`config.mk`:
```
export PLATFORM = sky130hd
export DESIGN_NAME = connection_handshake_table_core
export DESIGN_NICKNAME = d
export VERILOG_FILES = /design/src/chtbl_pkg.sv /design/src/chtbl_fifo.sv /design/src/chtbl_front.sv /design/src/chtbl_engine.sv /design/src/connection_handshake_table_core.sv
export SDC_FILE = /design/constraint.sdc
export NUM_CORES = 1
export LEC_CHECK = 0
export ABC_CLOCK_PERIOD_IN_PS = 11000
export BUFFER_PORTS_ARGS = -buffer_cell sky130_fd_sc_hd__buf_2
export CAP_MARGIN = 10
export CORE_MARGIN = 4
export CORE_UTILIZATION = 33
export CTS_BUF_LIST = sky130_fd_sc_hd__clkbuf_16
export DETAILED_ROUTE_END_ITERATION = 8
export PLACE_DENSITY = 0.57
export SLEW_MARGIN = 20
export SYNTH_ARGS = -nofsm -noshare
export SYNTH_HDL_FRONTEND = slang
export SYNTH_SLANG_ARGS = --single-unit
```
`constraint.sdc`:
```
create_clock -name clock -period 11 [get_ports clock]
set_input_delay 2.2 -clock clock [delete_from_list [all_inputs] [get_ports clock]]
set_output_delay 2.2 -clock clock [all_outputs]
set_load 0.03 [all_outputs]
```
`src/chtbl_pkg.sv`:
```
`default_nettype none

package chtbl_pkg;

   // input function codes
   localparam logic [2:0] FUNC_OPEN       = 3'd0;
   localparam logic [2:0] FUNC_CONNECT    = 3'd1;
   localparam logic [2:0] FUNC_DISCONNECT = 3'd2;
   localparam logic [2:0] FUNC_CLOSE      = 3'd3;
   localparam logic [2:0] FUNC_SEGMENT    = 3'd4;
   localparam logic [2:0] FUNC_TICK       = 3'd5;

   // received segment types
   localparam logic [2:0] RX_SYNACK = 3'd1;
   localparam logic [2:0] RX_FINACK = 3'd3;

   // transmitted segment types
   localparam logic [1:0] SEG_SYN = 2'd0;
   localparam logic [1:0] SEG_FIN = 2'd2;

   // configuration register indexes
   localparam logic [1:0] CSR_SYN_TIMEOUT = 2'd0;
   localparam logic [1:0] CSR_SYN_RETRY   = 2'd1;
   localparam logic [1:0] CSR_FIN_TIMEOUT = 2'd2;
   localparam logic [1:0] CSR_FIN_RETRY   = 2'd3;

   // results kept per transaction
   localparam logic [3:0] MAX_RESULTS = 4'd8;

   typedef enum logic [3:0] {
      KIND_OK           = 4'd0,
      KIND_TABLE_FULL   = 4'd1,
      KIND_NO_ENTRY     = 4'd2,
      KIND_BAD_STATE    = 4'd3,
      KIND_SEND         = 4'd4,
      KIND_CONNECTED    = 4'd5,
      KIND_CONN_FAIL    = 4'd6,
      KIND_DISCONNECTED = 4'd7,
      KIND_DISC_TIMEOUT = 4'd8,
      KIND_REPEAT_ACK   = 4'd9,
      KIND_UNKNOWN_PORT = 4'd10
   } kind_type;

   typedef enum logic [1:0] {
      CS_CLOSED    = 2'd0,
      CS_SYNSENT   = 2'd1,
      CS_CONNECTED = 2'd2,
      CS_FINWAIT   = 2'd3
   } conn_state_type;

   // classified commands handed from front to back
   typedef enum logic [3:0] {
      OP_NONE,
      OP_OPEN,
      OP_CONNECT,
      OP_DISCONNECT,
      OP_CLOSE,
      OP_NOSLOT,
      OP_SYNACK,
      OP_FINACK,
      OP_TICK
   } op_type;

   typedef enum logic [1:0] {
      ES_IDLE,
      ES_SCAN,
      ES_DONE
   } eng_state_type;

   typedef struct packed {
      op_type      op;
      logic [2:0]  slot;
      logic [15:0] port;   // client/server port, or destination port of an ack
   } cmd_type;

   typedef struct packed {
      logic [15:0]    cli_port;
      logic [15:0]    srv_port;
      conn_state_type cstate;
      logic [7:0]     retry;
      logic [15:0]    timer;
   } entry_rec_type;

   typedef struct packed {
      logic [15:0] syn_timeout_ticks;
      logic [7:0]  syn_retry_limit;
      logic [15:0] fin_timeout_ticks;
      logic [7:0]  fin_retry_limit;
   } cfg_type;

   typedef struct packed {
      kind_type    kind;
      logic [2:0]  entry;
      logic [1:0]  tx_type;
      logic [15:0] tx_src_port;
      logic [15:0] tx_dest_port;
      logic        last;
   } rsp_type;

endpackage

`default_nettype wire

```
`src/chtbl_fifo.sv`:
```
`default_nettype none

module chtbl_fifo #(
   parameter int WIDTH = 8,
   parameter int DEPTH = 2
) (
   input  logic             clock,
   input  logic             reset,
   input  logic             push,
   input  logic [WIDTH-1:0] wdata,
   output logic             full,
   input  logic             pop,
   output logic [WIDTH-1:0] rdata,
   output logic             empty
);
   localparam int AW   = (DEPTH > 1) ? $clog2(DEPTH) : 1;
   localparam int CNTW = $clog2(DEPTH + 1);

   logic [WIDTH-1:0] store_ff [DEPTH];
   logic [AW-1:0]    wr_ptr_ff, wr_ptr_in;
   logic [AW-1:0]    rd_ptr_ff, rd_ptr_in;
   logic [CNTW-1:0]  count_ff, count_in;
   logic             do_push, do_pop;

   assign full    = (count_ff == CNTW'(DEPTH));
   assign empty   = (count_ff == '0);
   assign do_push = push && !full;
   assign do_pop  = pop && !empty;
   assign rdata   = store_ff[rd_ptr_ff];

   // advance pointers and occupancy
   always_comb begin
      wr_ptr_in = wr_ptr_ff;
      rd_ptr_in = rd_ptr_ff;
      count_in  = count_ff;
      if (do_push) begin
         wr_ptr_in = (wr_ptr_ff == AW'(DEPTH - 1)) ? '0 : wr_ptr_ff + AW'(1);
      end
      if (do_pop) begin
         rd_ptr_in = (rd_ptr_ff == AW'(DEPTH - 1)) ? '0 : rd_ptr_ff + AW'(1);
      end
      if (do_push && !do_pop) begin
         count_in = count_ff + CNTW'(1);
      end else if (do_pop && !do_push) begin
         count_in = count_ff - CNTW'(1);
      end
   end

   always_ff @(posedge clock) begin
      if (reset) begin
         wr_ptr_ff <= '0;
         rd_ptr_ff <= '0;
         count_ff  <= '0;
      end else begin
         wr_ptr_ff <= wr_ptr_in;
         rd_ptr_ff <= rd_ptr_in;
         count_ff  <= count_in;
      end
   end

   // hold payload
   always_ff @(posedge clock) begin
      if (do_push) begin
         store_ff[wr_ptr_ff] <= wdata;
      end
   end

endmodule

`default_nettype wire

```
`src/chtbl_front.sv`:
```
`default_nettype none

module chtbl_front #(
   parameter int ENTRIES   = 8,
   parameter int CMD_DEPTH = 2
) (
   input  logic               clock,
   input  logic               reset,
   input  logic               req_push,
   output logic               req_full,
   input  logic [2:0]         req_func,
   input  logic [2:0]         req_slot,
   input  logic [15:0]        req_port,
   input  logic [2:0]         req_rx_type,
   input  logic [15:0]        req_rx_dest_port,
   output logic               cmd_valid,
   output chtbl_pkg::cmd_type cmd,
   input  logic               cmd_pop
);
   import chtbl_pkg::*;

   cmd_type                 cls;
   logic                    slot_in_range;
   logic                    q_push;
   logic                    q_empty;
   logic [$bits(cmd_type)-1:0] q_rdata;

   assign slot_in_range = (7'(req_slot) < 7'(ENTRIES));

   // classify the incoming transaction
   always_comb begin
      cls.op   = OP_NONE;
      cls.slot = req_slot;
      cls.port = req_port;
      case (req_func)
         FUNC_OPEN:       cls.op = OP_OPEN;
         FUNC_CONNECT:    cls.op = slot_in_range ? OP_CONNECT : OP_NOSLOT;
         FUNC_DISCONNECT: cls.op = slot_in_range ? OP_DISCONNECT : OP_NOSLOT;
         FUNC_CLOSE:      cls.op = slot_in_range ? OP_CLOSE : OP_NOSLOT;
         FUNC_SEGMENT: begin
            cls.port = req_rx_dest_port;
            if (req_rx_type == RX_SYNACK) begin
               cls.op = OP_SYNACK;
            end else if (req_rx_type == RX_FINACK) begin
               cls.op = OP_FINACK;
            end
         end
         FUNC_TICK:       cls.op = OP_TICK;
         default:         cls.op = OP_NONE;
      endcase
   end

   // drop transactions that cause nothing, queue the rest
   assign q_push = req_push && !req_full && (cls.op != OP_NONE);

   chtbl_fifo #(
      .WIDTH ($bits(cmd_type)),
      .DEPTH (CMD_DEPTH)
   ) u_cmd_q (
      .clock (clock),
      .reset (reset),
      .push  (q_push),
      .wdata (cls),
      .full  (req_full),
      .pop   (cmd_pop),
      .rdata (q_rdata),
      .empty (q_empty)
   );

   assign cmd_valid = !q_empty;
   assign cmd       = cmd_type'(q_rdata);

endmodule

`default_nettype wire

```
`src/chtbl_engine.sv`:
```
`default_nettype none

module chtbl_engine #(
   parameter int ENTRIES = 8
) (
   input  logic               clock,
   input  logic               reset,
   input  chtbl_pkg::cfg_type cfg,
   input  logic               cmd_valid,
   input  chtbl_pkg::cmd_type cmd,
   output logic               cmd_pop,
   input  logic               rsp_full,
   output logic               rsp_push,
   output chtbl_pkg::rsp_type rsp_data
);
   import chtbl_pkg::*;

   localparam int IW = (ENTRIES > 1) ? $clog2(ENTRIES) : 1;
   localparam int CW = $clog2(ENTRIES + 1);

   // connection table, one read and one write port
   entry_rec_type mem [ENTRIES];
   entry_rec_type rd_ff;
   logic [IW-1:0] rd_idx_ff;
   logic          rd_en;
   logic [IW-1:0] rd_addr;
   logic          mem_we;
   entry_rec_type wr;

   eng_state_type      state_ff, state_in;
   cmd_type            cmd_ff, cmd_in;
   logic [CW-1:0]      idx_ff, idx_in;
   logic               rdv_ff, rdv_in;
   logic [ENTRIES-1:0] valid_ff, valid_in;
   logic [3:0]         n_ff, n_in;
   logic               pend_v_ff, pend_v_in;
   rsp_type            pend_ff, pend_in;

   logic          fire, finish;
   rsp_type       new_res;
   logic [IW-1:0] k;
   logic [IW+2:0] k_wide;
   logic [IW+2:0] slot_wide;
   logic [2:0]    ent;
   logic          v, is_last, syn;
   logic [15:0]   tmr_next, tmo;
   logic [7:0]    rty_next, lim;

   assign k         = rd_idx_ff;
   assign k_wide    = (IW + 3)'(k);
   assign ent       = k_wide[2:0];
   assign slot_wide = (IW + 3)'(cmd.slot);
   assign rd_addr   = idx_ff[IW-1:0];
   assign v         = valid_ff[k];
   assign is_last   = (k == IW'(ENTRIES - 1));
   assign syn       = (rd_ff.cstate == CS_SYNSENT);
   assign tmr_next  = rd_ff.timer + 16'd1;
   assign rty_next  = rd_ff.retry + 8'd1;
   assign tmo       = syn ? cfg.syn_timeout_ticks : cfg.fin_timeout_ticks;
   assign lim       = syn ? cfg.syn_retry_limit : cfg.fin_retry_limit;

   // sequencer: take a command, walk the table, release results
   always_comb begin
      state_in  = state_ff;
      cmd_in    = cmd_ff;
      idx_in    = idx_ff;
      rdv_in    = rdv_ff;
      valid_in  = valid_ff;
      n_in      = n_ff;
      pend_v_in = pend_v_ff;
      pend_in   = pend_ff;
      cmd_pop   = 1'b0;
      rd_en     = 1'b0;
      mem_we    = 1'b0;
      wr        = rd_ff;
      fire      = 1'b0;
      finish    = 1'b0;
      rsp_push  = 1'b0;
      rsp_data  = pend_ff;
      rsp_data.last = (state_ff == ES_DONE);

      new_res.kind         = KIND_OK;
      new_res.entry        = ent;
      new_res.tx_type      = '0;
      new_res.tx_src_port  = '0;
      new_res.tx_dest_port = '0;
      new_res.last         = 1'b0;

      case (state_ff)
         ES_IDLE: begin
            rdv_in = 1'b0;
            if (cmd_valid) begin
               cmd_pop   = 1'b1;
               cmd_in    = cmd;
               n_in      = '0;
               pend_v_in = 1'b0;
               if (cmd.op == OP_CONNECT || cmd.op == OP_DISCONNECT ||
                   cmd.op == OP_CLOSE) begin
                  idx_in = CW'(slot_wide[IW-1:0]);
               end else begin
                  idx_in = '0;
               end
               state_in = ES_SCAN;
            end
         end

         ES_SCAN: begin
            if (!rsp_full) begin
               // issue the next table read
               if (idx_ff < CW'(ENTRIES)) begin
                  rd_en  = 1'b1;
                  idx_in = idx_ff + CW'(1);
               end
               rdv_in = rd_en;

               if (cmd_ff.op == OP_NOSLOT) begin
                  fire          = 1'b1;
                  finish        = 1'b1;
                  new_res.kind  = KIND_NO_ENTRY;
                  new_res.entry = cmd_ff.slot;
               end else if (rdv_ff) begin
                  case (cmd_ff.op)
                     OP_OPEN: begin
                        if (!v) begin
                           mem_we         = 1'b1;
                           wr.cli_port    = cmd_ff.port;
                           wr.srv_port    = '0;
                           wr.cstate      = CS_CLOSED;
                           wr.retry       = '0;
                           wr.timer       = '0;
                           valid_in[k]    = 1'b1;
                           fire           = 1'b1;
                           finish         = 1'b1;
                        end else if (is_last) begin
                           fire          = 1'b1;
                           finish        = 1'b1;
                           new_res.kind  = KIND_TABLE_FULL;
                           new_res.entry = '0;
                        end
                     end

                     OP_CONNECT: begin
                        fire   = 1'b1;
                        finish = 1'b1;
                        if (!v) begin
                           new_res.kind = KIND_NO_ENTRY;
                        end else begin
                           mem_we               = 1'b1;
                           wr.srv_port          = cmd_ff.port;
                           wr.cstate            = CS_SYNSENT;
                           wr.retry             = '0;
                           wr.timer             = '0;
                           new_res.kind         = KIND_SEND;
                           new_res.tx_type      = SEG_SYN;
                           new_res.tx_src_port  = rd_ff.cli_port;
                           new_res.tx_dest_port = cmd_ff.port;
                        end
                     end

                     OP_DISCONNECT: begin
                        fire   = 1'b1;
                        finish = 1'b1;
                        if (!v) begin
                           new_res.kind = KIND_NO_ENTRY;
                        end else if (rd_ff.cstate != CS_CONNECTED) begin
                           new_res.kind = KIND_BAD_STATE;
                        end else begin
                           mem_we               = 1'b1;
                           wr.cstate            = CS_FINWAIT;
                           wr.retry             = '0;
                           wr.timer             = '0;
                           new_res.kind         = KIND_SEND;
                           new_res.tx_type      = SEG_FIN;
                           new_res.tx_src_port  = rd_ff.cli_port;
                           new_res.tx_dest_port = rd_ff.srv_port;
                        end
                     end

                     OP_CLOSE: begin
                        fire   = 1'b1;
                        finish = 1'b1;
                        if (!v) begin
                           new_res.kind = KIND_NO_ENTRY;
                        end else begin
                           valid_in[k]  = 1'b0;
                           new_res.kind = (rd_ff.cstate == CS_CLOSED) ?
                                          KIND_OK : KIND_BAD_STATE;
                        end
                     end

                     OP_SYNACK: begin
                        if (v && rd_ff.cli_port == cmd_ff.port) begin
                           fire   = 1'b1;
                           finish = 1'b1;
                           if (rd_ff.cstate == CS_SYNSENT) begin
                              mem_we       = 1'b1;
                              wr.cstate    = CS_CONNECTED;
                              new_res.kind = KIND_CONNECTED;
                           end else if (rd_ff.cstate == CS_CONNECTED) begin
                              new_res.kind = KIND_REPEAT_ACK;
                           end else begin
                              new_res.kind = KIND_BAD_STATE;
                           end
                        end else if (is_last) begin
                           fire          = 1'b1;
                           finish        = 1'b1;
                           new_res.kind  = KIND_UNKNOWN_PORT;
                           new_res.entry = '0;
                        end
                     end

                     OP_FINACK: begin
                        if (v && rd_ff.cli_port == cmd_ff.port) begin
                           fire   = 1'b1;
                           finish = 1'b1;
                           if (rd_ff.cstate == CS_FINWAIT) begin
                              mem_we         = 1'b1;
                              wr.cstate      = CS_CLOSED;
                              wr.srv_port    = '0;
                              new_res.kind   = KIND_DISCONNECTED;
                           end else if (rd_ff.cstate == CS_CLOSED) begin
                              new_res.kind = KIND_REPEAT_ACK;
                           end else begin
                              new_res.kind = KIND_BAD_STATE;
                           end
                        end else if (is_last) begin
                           fire          = 1'b1;
                           finish        = 1'b1;
                           new_res.kind  = KIND_UNKNOWN_PORT;
                           new_res.entry = '0;
                        end
                     end

                     OP_TICK: begin
                        finish = is_last;
                        if (v && (rd_ff.cstate == CS_SYNSENT ||
                                  rd_ff.cstate == CS_FINWAIT)) begin
                           mem_we = 1'b1;
                           if (tmr_next < tmo) begin
                              wr.timer = tmr_next;
                           end else begin
                              wr.timer = '0;
                              wr.retry = rty_next;
                              fire     = 1'b1;
                              if (rty_next >= lim) begin
                                 wr.cstate      = CS_CLOSED;
                                 wr.srv_port    = '0;
                                 new_res.kind   = syn ? KIND_CONN_FAIL : KIND_DISC_TIMEOUT;
                              end else begin
                                 new_res.kind         = KIND_SEND;
                                 new_res.tx_type      = syn ? SEG_SYN : SEG_FIN;
                                 new_res.tx_src_port  = rd_ff.cli_port;
                                 new_res.tx_dest_port = rd_ff.srv_port;
                              end
                           end
                        end
                     end

                     default: finish = 1'b1;
                  endcase
               end

               if (finish) begin
                  state_in = ES_DONE;
               end
            end
         end

         ES_DONE: begin
            // release the held result as the final one
            if (!rsp_full) begin
               rsp_push  = pend_v_ff;
               pend_v_in = 1'b0;
               state_in  = ES_IDLE;
            end
         end

         default: state_in = ES_IDLE;
      endcase

      // hold the newest result back until the next one or the end shows up
      if (fire && (n_ff < MAX_RESULTS)) begin
         rsp_push  = pend_v_ff;
         pend_in   = new_res;
         pend_v_in = 1'b1;
         n_in      = n_ff + 4'd1;
      end
   end

   always_ff @(posedge clock) begin
      if (reset) begin
         state_ff  <= ES_IDLE;
         rdv_ff    <= 1'b0;
         valid_ff  <= '0;
         n_ff      <= '0;
         pend_v_ff <= 1'b0;
      end else begin
         state_ff  <= state_in;
         rdv_ff    <= rdv_in;
         valid_ff  <= valid_in;
         n_ff      <= n_in;
         pend_v_ff <= pend_v_in;
      end
   end

   always_ff @(posedge clock) begin
      cmd_ff  <= cmd_in;
      idx_ff  <= idx_in;
      pend_ff <= pend_in;
   end

   // table write and registered read
   always_ff @(posedge clock) begin
      if (mem_we) begin
         mem[k] <= wr;
      end
      if (rd_en) begin
         rd_ff     <= mem[rd_addr];
         rd_idx_ff <= rd_addr;
      end
   end

endmodule

`default_nettype wire

```
`src/connection_handshake_table_core.sv`:
```
// Channel     Direction  Handshake                      Payload
// req_*       in         push / full                    func, slot, port, rx_type, rx_dest_port
// rsp_*       out        empty / pop                    kind, entry, tx_type, tx_src_port,
//                                                        tx_dest_port, last
// csr_*       in         wen, no wait                   index, wdata
//
// A slot command (connect, disconnect, close) starts its read at its own entry in the back end;
// open, a received ack and a tick walk the table one entry a cycle through its single read port
// while the result queue has room, a search stopping at its first hit.
// Reset is synchronous and empties both queues and marks every entry free.
// A full result queue stalls the table walk; the command queue keeps taking transactions
// until it fills, then full rises.
`default_nettype none

module connection_handshake_table_core #(
   parameter int ENTRIES   = 8,
   parameter int CMD_DEPTH = 2,
   parameter int RSP_DEPTH = 4
) (
   input  logic        clock,
   input  logic        reset,
   input  logic        req_push,
   output logic        req_full,
   input  logic [2:0]  req_func,
   input  logic [2:0]  req_slot,
   input  logic [15:0] req_port,
   input  logic [2:0]  req_rx_type,
   input  logic [15:0] req_rx_dest_port,
   output logic        rsp_empty,
   input  logic        rsp_pop,
   output logic [3:0]  rsp_kind,
   output logic [2:0]  rsp_entry,
   output logic [1:0]  rsp_tx_type,
   output logic [15:0] rsp_tx_src_port,
   output logic [15:0] rsp_tx_dest_port,
   output logic        rsp_last,
   input  logic        csr_wen,
   input  logic [1:0]  csr_index,
   input  logic [15:0] csr_wdata
);
   import chtbl_pkg::*;

   cfg_type cfg_ff, cfg_in;
   logic    cmd_valid, cmd_pop;
   cmd_type cmd;
   logic    res_full, res_push;
   rsp_type res_data, rsp_q;
   logic [$bits(rsp_type)-1:0] rsp_rdata;

   // configuration registers
   always_comb begin
      cfg_in = cfg_ff;
      if (csr_wen) begin
         case (csr_index)
            CSR_SYN_TIMEOUT: cfg_in.syn_timeout_ticks = csr_wdata;
            CSR_SYN_RETRY:   cfg_in.syn_retry_limit   = csr_wdata[7:0];
            CSR_FIN_TIMEOUT: cfg_in.fin_timeout_ticks = csr_wdata;
            CSR_FIN_RETRY:   cfg_in.fin_retry_limit   = csr_wdata[7:0];
            default:         cfg_in = cfg_ff;
         endcase
      end
   end

   always_ff @(posedge clock) begin
      if (reset) begin
         cfg_ff.syn_timeout_ticks <= 16'd1000;
         cfg_ff.syn_retry_limit   <= 8'd5;
         cfg_ff.fin_timeout_ticks <= 16'd1000;
         cfg_ff.fin_retry_limit   <= 8'd5;
      end else begin
         cfg_ff <= cfg_in;
      end
   end

   chtbl_front #(
      .ENTRIES   (ENTRIES),
      .CMD_DEPTH (CMD_DEPTH)
   ) u_front (
      .clock            (clock),
      .reset            (reset),
      .req_push         (req_push),
      .req_full         (req_full),
      .req_func         (req_func),
      .req_slot         (req_slot),
      .req_port         (req_port),
      .req_rx_type      (req_rx_type),
      .req_rx_dest_port (req_rx_dest_port),
      .cmd_valid        (cmd_valid),
      .cmd              (cmd),
      .cmd_pop          (cmd_pop)
   );

   chtbl_engine #(
      .ENTRIES (ENTRIES)
   ) u_engine (
      .clock     (clock),
      .reset     (reset),
      .cfg       (cfg_ff),
      .cmd_valid (cmd_valid),
      .cmd       (cmd),
      .cmd_pop   (cmd_pop),
      .rsp_full  (res_full),
      .rsp_push  (res_push),
      .rsp_data  (res_data)
   );

   chtbl_fifo #(
      .WIDTH ($bits(rsp_type)),
      .DEPTH (RSP_DEPTH)
   ) u_rsp_q (
      .clock (clock),
      .reset (reset),
      .push  (res_push),
      .wdata (res_data),
      .full  (res_full),
      .pop   (rsp_pop),
      .rdata (rsp_rdata),
      .empty (rsp_empty)
   );

   assign rsp_q            = rsp_type'(rsp_rdata);
   assign rsp_kind         = rsp_q.kind;
   assign rsp_entry        = rsp_q.entry;
   assign rsp_tx_type      = rsp_q.tx_type;
   assign rsp_tx_src_port  = rsp_q.tx_src_port;
   assign rsp_tx_dest_port = rsp_q.tx_dest_port;
   assign rsp_last         = rsp_q.last;

endmodule

`default_nettype wire

```
# Word-level counts from Yosys, hierarchy flattened
# Memory sizes are Yosys's and may differ from the RTL's. A register that Yosys moved wholly into a read port is not among the register bits.
# Index checks and enable logic that the tools add are counted.
[word_totals]
reg_bits = 146
latchBits = 0
mem_bits_rw = 678
rom_bits = 0
input_bits = 64
word_cells = 292
n_memories = 3
[op_classes]
n_addsub = 12
n_mul = 0
div = 0
n_lt_le_gt_ge = 6
n_eq_ne = 43
shift = 0
muxes = 141
bitwise_logic = 8
n_reduce_logical = 53
[mem_list]
columns = ["memory", "words", "width", "rd", "rd_ports_with_merged_regs", "write_ports", "line", "text"]
rows = [
  ["u_engine.mem", 8, 58, 1, 1, 1, "chtbl_engine.sv:22", "entry_rec_type mem [ENTRIES];"],
  ["u_rsp_q.store_ff", 4, 42, 1, 1, 1, "chtbl_fifo.sv:19", "logic [WIDTH-1:0] store_ff [DEPTH];"],
  ["u_front.u_cmd_q.store_ff", 2, 23, 1, 1, 1, "chtbl_fifo.sv:19", ""],
]
[op_table]
columns = ["cell", "n"]
rows = [
  ["58-bit two-way mux", 5],
  ["34-bit two-way mux", 6],
  ["34-bit case mux with 3 select lines", 1],
  ["24-bit case mux with 4 select lines", 1],
  ["42-bit two-way mux", 2],
  ["26-bit two-way mux", 3],
  ["4-bit two-way mux", 19],
  ["37-bit two-way mux", 2],
  ["16-bit two-way mux", 4],
  ["16-bit case mux with 4 select lines", 1],
  ["18-bit two-way mux", 3],
  ["1-bit two-way mux", 50],
  ["39-bit two-way mux", 1],
  ["32-bit two-way mux", 1],
  ["2-bit two-way mux", 14],
  ["4-bit case mux with 7 select lines", 1],
  ["3-bit two-way mux", 8],
  ["8-bit two-way mux", 3],
  ["4-bit case mux with 6 select lines", 1],
  ["4-bit by 3-bit == test with 1-bit output, second input constant", 5],
  ["16-bit by 1-bit adder with 16-bit output, second input constant", 1],
  ["16-bit == test", 1],
  ["2-bit == test, second input constant", 8],
  ["4-bit by 2-bit == test with 1-bit output, second input constant", 4],
  ["other kinds (54)", 118],
]

# Logic depth before layout (Yosys ltp)
# Gate-level depths: netlist of the first run.
[logic_depth]
depth_word = 17
depth_mapped = 20
mapped_depth_nobuf = 19

# By module
# A second synthesis of the first run with hierarchy kept.
[hier_totals]
hier_cells = 1974
area_unflattened_um2 = 36194.7
[by_module_without_submodules]
columns = ["module", "n_inst", "cells_each", "area_per_inst_um2"]
rows = [
  ["chtbl_engine", 1, 1390, 25532.0],
  ["chtbl_fifo at u_rsp_q", 1, 270, 6541.3],
  ["connection_handshake_table_core", 1, 185, 1943.1],
  ["chtbl_fifo at u_front.u_cmd_q", 1, 96, 1868.0],
  ["chtbl_front", 1, 33, 310.3],
]

# Least setup slack after synthesis of the first run
# OpenSTA, ideal clock, no wires.
[synth_timing]
path_type = "register to register"
startpoint = "reg u_engine.rd_idx_ff[0], in the netlist u_engine.ent[0]"
endpoint = "mem u_engine.mem[0][0] (netlist name), enable pin"
setup_time_ps = 545
arrival_time_ps = 5912
t_required_ps = 10455
setup_slack_ps = 4543
stages_incl_launch_ff = 9
n_path_buf = 2
period_less_slack_ps = 6457
path_cell_list = "edfxtp_1 > buf_6 > mux4_2 > mux2i_4 > buf_2 > nand2_1 > a31oi_1 > nand2b_1 > nor3_1"
[synth_between]
elab_chain_cells = 11
word_cells_on_any_way = 17
[synth_rtl]
columns = ["item", "line", "text"]
rows = [
  ["from (decl)", "chtbl_engine.sv:24", "logic [IW-1:0] rd_idx_ff;"],
  ["from (signal assigned)", "chtbl_engine.sv:319", "rd_idx_ff <= rd_addr;"],
  ["1-bit binary-select mux with 3-bit select", "chtbl_engine.sv:54", "assign v = valid_ff[k];"],
  ["1-bit two-way mux (implied by the code)", "chtbl_engine.sv:54", ""],
  ["1-bit logical AND, on equally long branches", "chtbl_engine.sv:236, chtbl_engine.sv:192, chtbl_engine.sv:213", ""],
  ["1-bit two-way mux, on equally long branches", "chtbl_engine.sv:236, chtbl_engine.sv:192, chtbl_engine.sv:213", ""],
  ["1-bit case mux with 6 select lines", "chtbl_engine.sv:122", "case (cmd_ff.op)"],
  ["1-bit two-way mux", "chtbl_engine.sv:121", "end else if (rdv_ff) begin"],
  ["1-bit two-way mux", "chtbl_engine.sv:116", "if (cmd_ff.op == OP_NOSLOT) begin"],
  ["1-bit two-way mux", "chtbl_engine.sv:108", "if (!rsp_full) begin"],
  ["1-bit two-way mux", "chtbl_engine.sv:89", "case (state_ff)"],
  ["1-bit two-way mux", "chtbl_engine.sv:314", "if (mem_we) begin"],
  ["1-bit two-way mux (implied by the code)", "chtbl_engine.sv:315", "mem[k] <= wr;"],
  ["to (decl)", "chtbl_engine.sv:22", ""],
]
# Parallel ways exist; a longest one is shown, timed or not. The select of a mux whose other input is x is not followed.

# Final worst setup path of the first run
[layout_timing]
startpoint = "reg, netlist name u_engine.rd_ff[0]"
endpoint = "reg u_rsp_q.count_ff[2]"
[layout_between]
elab_chain_cells = 15
word_cells_on_any_way = 17
[layout_rtl]
columns = ["item", "line", "text"]
rows = [
  ["16-bit by 1-bit adder with 16-bit output *", "chtbl_engine.sv:57", "assign tmr_next = rd_ff.timer + 16'd1;"],
  ["16-bit less-than comparator *", "chtbl_engine.sv:239", "if (tmr_next < tmo) begin"],
  ["1-bit two-way mux *", "chtbl_engine.sv:239", ""],
  ["1-bit two-way mux *", "chtbl_engine.sv:236", "if (v && (rd_ff.cstate == CS_SYNSENT ||"],
  ["1-bit case mux with 4 select lines *", "chtbl_engine.sv:122", ""],
  ["1-bit two-way mux *", "chtbl_engine.sv:121", ""],
  ["1-bit two-way mux *", "chtbl_engine.sv:116", ""],
  ["1-bit two-way mux *", "chtbl_engine.sv:108", ""],
  ["1-bit two-way mux *", "chtbl_engine.sv:89", ""],
  ["1-bit logical AND *", "chtbl_engine.sv:282", "if (fire && (n_ff < MAX_RESULTS)) begin"],
  ["1-bit two-way mux *", "chtbl_engine.sv:282", ""],
  ["1-bit logical AND *", "chtbl_fifo.sv:27", "assign do_push = push && !full;"],
  ["net u_rsp_q.do_push", "chtbl_fifo.sv:23", "logic do_push, do_pop;"],
  ["1-bit logical NOT", "chtbl_fifo.sv:44", "end else if (do_pop && !do_push) begin"],
  ["1-bit logical AND", "chtbl_fifo.sv:44", ""],
  ["2-bit nonzero test (no line)", "--", ""],
  ["to (signal assigned)", "chtbl_fifo.sv:57", "count_ff <= count_in;"],
  ["to (decl)", "chtbl_fifo.sv:22", "logic [CNTW-1:0] count_ff, count_in;"],
]
# Mark *: on every way through the listed nets, which the timed path passes. The rest lies on a longest branch.
# A chain may end at the register's enable or synchronous reset.

==> results of run 1 <==
[how the worst min path moves through the flow]
stage,start,to,slack [ps],cells past startpoint
6_report,cfg_ff[8],cfg_ff[8],460,2
2_1_floorplan,u_engine.idx_ff[2],u_engine.ent[2],420,0
4_1_cts,cfg_ff[31],cfg_ff[31],460,2
3_5_place_dp,cfg_ff[31],cfg_ff[31],450,2
5_1_grt,cfg_ff[8],cfg_ff[8],470,2
3_3_place_gp,cfg_ff[6],cfg_ff[6],450,2
[routing by layer]
layer	wire length [um]	up-vias	global-route usage	part of all wire
li1	-	8191	-	-
met1	35800	9803	0.194	0.44
met2	39700	505	0.240	0.48
met3	3980	141	0.0209	0.049
met4	2360	0	0.0461	0.029
met5	0	-	0	0
[report_power, final]
group / internal [uW] / total [uW] / leakage (uW) / switching [uW]
Combinational: 906 / 2030 / 0.00385 / 1130
Sequential: 4000 / 4230 / 0.00780 / 235
Clock: 1750 / 3010 / 0.00148 / 1260
[final cells by class]
| class | instances | area, um2 | share of cell area |
|---|---|---|---|
| Sequential cell | 880 | 25700 | 0.628 |
| Multi-Input combinational cell | 1009 | 9690 | 0.237 |
| Clock buffer | 88 | 2200 | 0.0539 |
| Tap cell | 1403 | 1760 | 0.0430 |
| Timing Repair Buffer | 136 | 781 | 0.0191 |
| Clock inverter | 71 | 698 | 0.0171 |
| Inverter | 16 | 60.1 | 0.00147 |
[placed cells by master, fill, tap and decap left out, types with 41 or more instances in the layout]
master     Yosys  routed
edfxtp_1     802     802
mux4_2       159     159
nand2_1      144     144
mux2_2       113     113
buf_2          7     106
clkbuf_16      0      88
nor2_1        90      83
dfxtp_1       78      75
a21oi_1       55      55
mux2i_1       41      41
ha_1          42      41
[registers in the layout (all words and copies together) (netlist names), named ones only]
name and cells:
u_engine.cmd_ff 23, u_rsp_q.rd_ptr_ff 2, u_rsp_q.count_ff 3, cfg_ff 48, u_front.u_cmd_q.wr_ptr_ff 1, u_engine.pend_v_ff 1
u_engine.state_ff 2, u_front.u_cmd_q.rd_ptr_ff 1, u_engine.mem 464, u_front.u_cmd_q.count_ff 2, u_rsp_q.store_ff 164, u_engine.rsp_data 40
u_rsp_q.wr_ptr_ff 2, u_engine.n_ff 4, u_engine.rd_ff 58, u_engine.rdv_ff 1, u_engine.idx_ff 4, u_front.u_cmd_q.store_ff 46
u_engine.ent 3
[stage by stage]
stage	cell area (um2)	hold WS, ps
after floorplan	35700	424
after global placement	37900	446
after detailed placement	37900	448
after CTS	40800	456
after global routing	40800	474
final	40800	457
[critical path, stage by stage, from the launching register on]
cell and delay, ps:
edfxtp_1 430, ha_1 280, nand3_1 130, nor3_1 350, and3_1 340, nand3_1 170, xnor2_1 160, ha_1 330
nand4_1 120, nor3_1 260, o31ai_1 230, a211oi_2 680, nor4_2 150, o41ai_4 560, ha_1 290, inv_1 70
fa_1 370, xor2_1 170, or3_1 300, a21oi_1 130
[cells by family after synthesis]
logic type	share of synthesized area
xor gates and xnor gates	0.0115
other	0.000105
DFF	0.719
AOI/OAI and AO/OA	0.0376
and+or+nand+nor	0.0541
muxes	0.150
buffers and inverters	0.0126
adders and majority gates	0.0153
==> results.md, run 1 <==
* Status: finished clean
* Post-DR vias/cell at 5.17
* Number of global-route vias before repair at 19100
* Clock Tree Root: clkbuf_16
* Final instance count without filler cells at 3603
* Placed cell count at 3444
* Htree depth at 3
* CP required at 11580 ps
* Filler cells at 9815
* Ant diodes at 0
* Unique masters post-synth at 76
* Leakage power at 0.0131 uW
* Largest net degree at the start of global routing at 120
* GRT Resource Usage Total at 0.143
* Hold Fails Final Rpt at 0
* Data arrival, critical path at 6180 ps
* CP Capture Type: flop
* Worst-Skew Late Latency at 650 ps
* Post-synth top flop: edfxtp_1
* Final Max Slew Viols at 0
* Area grow syn2layout at 14.5%
* Row cnt at 120
* Top post-synthesis cells by area: edfxtp_1 (68%), mux4_2 (10%), dfxtp_1 (4.4%)
* FF-to-FF End: u_rsp_q.count_ff[2]
* CTS resizes at 0
* Count leader, synth: edfxtp_1
* DRT antenna net count at 0
* Sequential area share after synthesis at 0.719
* Max Cap Viol at 0
* Syn avg cell area at 17.8 um2
* Core area at 0.107 mm2
* Synthesized cell area at 0.0357 mm2
* Final worst slack at 5390 ps
* Critical path startpoint: u_engine.rd_ff[0]
* Top Ports at 108
* Post-Synthesis Cells at 1999
* Post-detail-place hpwl at 48800 um
* Post-route DRC at 0
* Synth cell count leaders: edfxtp_1 (802), mux4_2 (159), nand2_1 (144)
* R2R cell count at 19
* Die width at 337 um
* Synth async-reset ratio at 0
* Hold buffers post-CTS at 0
* Tcrit/Tclk final at 0.510
* Layout Nets at 2236
* Power Density at 227 mW/mm2
* Synth area leader: edfxtp_1
* Critical R2R Launch: u_engine.rd_ff[0]
* Die height at 337 um
* Fin crit period at 5610 ps
* Clk_skew at 24.8 ps
* Iteration-0 DRC Markers at 1514
* Synthesized flop and latch total at 880
* RSZ-0062 raised after global routing: no
* Syn Nets at 2106
* EDFF count, synth at 802
* Largest fanout on the critical path at 7
* Min-delay worst type: reg -> reg
* IO buf count at 106
* Pre-CTS setup slack at 5430 ps
* Setup violators final at 0
* Routed WL at 81900 um
* Share of cells above drive strength 1 at 0.264
* Reg2reg setup slack at 5390 ps
* Via count at 18600
* Share of the synthesized area in the top cell type at 0.675
* Routed WL per cell at 22.7 um
* Worst slew pin tran at 1090 ps
* Setup Buffers After CTS at 0
* Crit path capture: u_rsp_q.count_ff[2]
* TritonCTS clock tree: built
* Die area at 0.113 mm2
* Congestion Overflow GR at 0
* # clock sinks at 880
* Slew margin rel. at 0.272
* Gpl congestion at 0.835
* Fmax at 0.178 GHz
* Num CTS Buffers at 86
* DR pass1 iterations at 5
* Initial antenna violation count at 2
* Ys Warns at 0
* VDD IR-drop max at 0.000229 V
* Path type of the worst setup path: reg -> reg
* CTS Buffer Depth at 3
* Reg clk slew, reported paths at 60 ps
* Sum Neg Setup Slack at 0 ps
* Global-route wire length before repair at 123000 um
* Pwr Total at 9270 uW
* Starting Density at 0.333
* Final core utilization at 0.381
* Startpoint types: flop
Note: power is estimated with default switching activity, not from simulation.
==> run 2: changes to the inputs <==
--- a/config.mk
+++ b/config.mk
@@ -5,14 +5,14 @@
 export SDC_FILE = /design/constraint.sdc
 export NUM_CORES = 1
 export LEC_CHECK = 0
-export ABC_CLOCK_PERIOD_IN_PS = 11000
+export ABC_CLOCK_PERIOD_IN_PS = 4750
 export BUFFER_PORTS_ARGS = -buffer_cell sky130_fd_sc_hd__buf_2
 export CAP_MARGIN = 10
 export CORE_MARGIN = 4
 export CORE_UTILIZATION = 33
 export CTS_BUF_LIST = sky130_fd_sc_hd__clkbuf_16
 export DETAILED_ROUTE_END_ITERATION = 8
-export PLACE_DENSITY = 0.57
+export PLACE_DENSITY = 0.58
 export SLEW_MARGIN = 20
 export SYNTH_ARGS = -nofsm -noshare
 export SYNTH_HDL_FRONTEND = slang
==> constraint.sdc (replaced) <==
create_clock -name clock -period 4.75 [get_ports clock]
set_input_delay 0.95 -clock clock [delete_from_list [all_inputs] [get_ports clock]]
set_output_delay 0.95 -clock clock [all_outputs]
set_load 0.03 [all_outputs]
==> run 2 against run 1 <==
Core utilization is 0.40 points higher. Critical endpoint unchanged. Register-to-register slack lost 5100 ps. Fmax grew 25%. Sequential share of layout area down 0.67 points. Die area stayed put. Cell area grew 1.1%. Critical path depth unchanged. Non-clock buffer count increased by 51. Total power grew 130%.
==> results.md, run 2 (synthesis results as in run 1) <==
* Status: finished clean
* Worst slew pin tran at 1060 ps (-35.8 ps)
* GRT Resource Usage Total at 0.141 (-0.00267)
* Startpoint types: flop
* TritonCTS clock tree: built
* CP required at 5320 ps (-6260 ps)
* Number of global-route vias before repair at 19200 (+0.27%)
* Path type of the worst setup path: reg -> reg
* Routed WL per cell at 22.0 um (-3.2%)
* Data arrival, critical path at 5070 ps (-1110 ps)
* Global-route wire length before repair at 121000 um (-1.1%)
* Largest fanout on the critical path at 5 (-2)
* VDD IR-drop max at 0.000476 V (+110%)
* Max Cap Viol at 0 (unchanged)
* Most frequent cells in the layout: edfxtp_1 (802), mux4_2 (159), nand2_1 (144), mux2_2 (113), buf_2 (106)
* Fin Hold WS at 458 ps (+1.73 ps)
* IO buf count at 106 (unchanged)
* # clock sinks at 880 (unchanged)
* Die width at 337 um (unchanged)
* Reg clk slew, reported paths at 60 ps (about the same)
* Post-route DRC at 0 (unchanged)
* Clk_skew at 21.6 ps (-3.30 ps)
* Multi-input logic area at 0.00973 mm2 (+0.35%)
* Pre-CTS setup slack at 156 ps (-5270 ps)
* Die area at 0.113 mm2 (unchanged)
* Commonest non-fill, non-tap cell in the layout: edfxtp_1
* DR pass1 iterations at 5 (unchanged)
* DRT antenna net count at 0 (unchanged)
* Fin crit period at 4490 ps (-1110 ps)
* Register area at 0.0256 mm2 (about the same)
* Largest Register: u_engine.mem
* Max reg flops at 464 (unchanged)
* Final Max Slew Viols at 0 (unchanged)
* Htree depth at 3 (unchanged)
* Routed WL at 80300 um (-1.9%)
* Initial antenna violation count at 0 (-2)
* Row cnt at 120 (unchanged)
* Final worst slack at 256 ps (-5140 ps)
* Ant diodes at 0 (unchanged)
* Top Ports at 108 (unchanged)
* Filler cells at 9748 (-0.68%)
* Num CTS Buffers at 85 (-1.2%)
* Power Density at 511 mW/mm2 (+130%)
* Core area at 0.107 mm2 (unchanged)
* Leakage power at 0.0134 uW (+1.7%)
* Post-DR vias/cell at 5.12 (-1.1%)
* Min-delay worst type: reg -> reg
* Die height at 337 um (unchanged)
* P_int at 15100 uW (+130%)
* Slew margin rel. at 0.294 (+0.0212)
* Gpl congestion at 0.863 (+3.5%)
* Flop pwr share at 0.463 (+0.006)
* Fmax at 0.223 GHz (+25%)
* Sw frac at 0.283 (about the same)
* Iteration-0 DRC Markers at 1762 (+16%)
* Combinational Power Share at 0.226 (+0.007)
* Largest net degree at the start of global routing at 120 (unchanged)
* NetSw at 5970 uW (+130%)
* Tcrit/Tclk final at 0.946 (+0.437)
* Top flop regs: u_engine.mem x464, u_rsp_q.store_ff x164, u_engine.rd_ff x58
* Layout Nets at 2286 (+2.2%)
* Worst-Skew Late Latency at 640 ps (about the same)
* Starting Density at 0.333 (unchanged)
* Clock Tree Root: clkbuf_16
* Area grow syn2layout at 15.7%
* Share of cells above drive strength 1 at 0.278 (+0.0137)
* Post-detail-place hpwl at 48800 um (about the same)
* Via count at 18700 (+0.30%)
* CTS Buffer Depth at 3 (unchanged)
* CP Capture Type: flop
* Setup violators final at 0 (unchanged)
* Power share of the clock group at 0.310 (-0.014)
* Hold Fails Final Rpt at 0 (unchanged)
* Congestion Overflow GR at 0 (unchanged)
-- run 2: timing repair --
item / in CTS / in global routing
setup endpoints to repair: 0 / 2
setup buffers: 0 / 1
endpoints found under the hold margin: 0 / 0
gates resized for setup: 0 / 8
hold buffers: 0 / 0
-- run 2: final timing paths --
path | startpoint | cells past startpoint | slack [ps] | endpoint
min reg2reg | cfg_ff[1] | 2 | 460 | cfg_ff[1]
max | u_engine.rd_ff[0] | 19 | 260 | u_rsp_q.count_ff[2]
min | cfg_ff[1] | 2 | 460 | cfg_ff[1]
max reg2reg | u_engine.rd_ff[0] | 19 | 260 | u_rsp_q.count_ff[2]
-- run 2: final cells by class --
class	count	share of cell area
clock buffers	86	0.0521
flip-flops and latches	880	0.621
inverters	16	0.00146
well taps	1403	0.0425
clock inverters	72	0.0137
multi-input cells	1009	0.236
repair buffers	187	0.0330
-- run 2: critical path, cell delays in order, from the launching register on --
cell and delay, ps:
edfxtp_1 410, nand4_1 180, nor3_2 240, and3_1 220, and3_1 210, and3_1 220
xor2_2 90, ha_1 320, and4_1 190, a221oi_1 130, buf_4 190, a211oi_4 320
nor4_4 100, o41ai_4 340, ha_2 240, inv_1 50, fa_1 370, xor2_1 170
or3_1 300, a21oi_1 130
-- run 2: layer usage --
layer,vias to the layer above,global-route usage,part of all wire
met5,-,0,0
met2,516,0.242,0.51
li1,8300,-,-
met1,9772,0.186,0.42
met3,107,0.0225,0.051
met4,0,0.0374,0.019
-- run 2: power groups by stage --
| stage | logic [uW] | registers, uW | clock network (uW) |
|---|---|---|---|
| 5_1_grt | 5190 | 9830 | 7070 |
| 3_5_place_dp | 4810 | 9940 | 0 |
| 2_1_floorplan | 3630 | 9640 | 0 |
| 4_1_cts | 4850 | 9780 | 6730 |
| 6_report | 4770 | 9780 | 6550 |
| 3_3_place_gp | 4730 | 9940 | 0 |
-- run 2: stage by stage --
step	setup TNS, ps	std cells	util	total power [uW]	cell area [um2]
after floorplan	-23470	1999	-	13300	35700
after global placement	0	3494	0.359	14700	38500
after detailed placement	0	3494	0.359	14800	38500
after CTS	0	3652	0.384	21400	41200
after global routing	-10.3	3653	0.385	22100	41300
final	0	3653	0.385	21100	41300
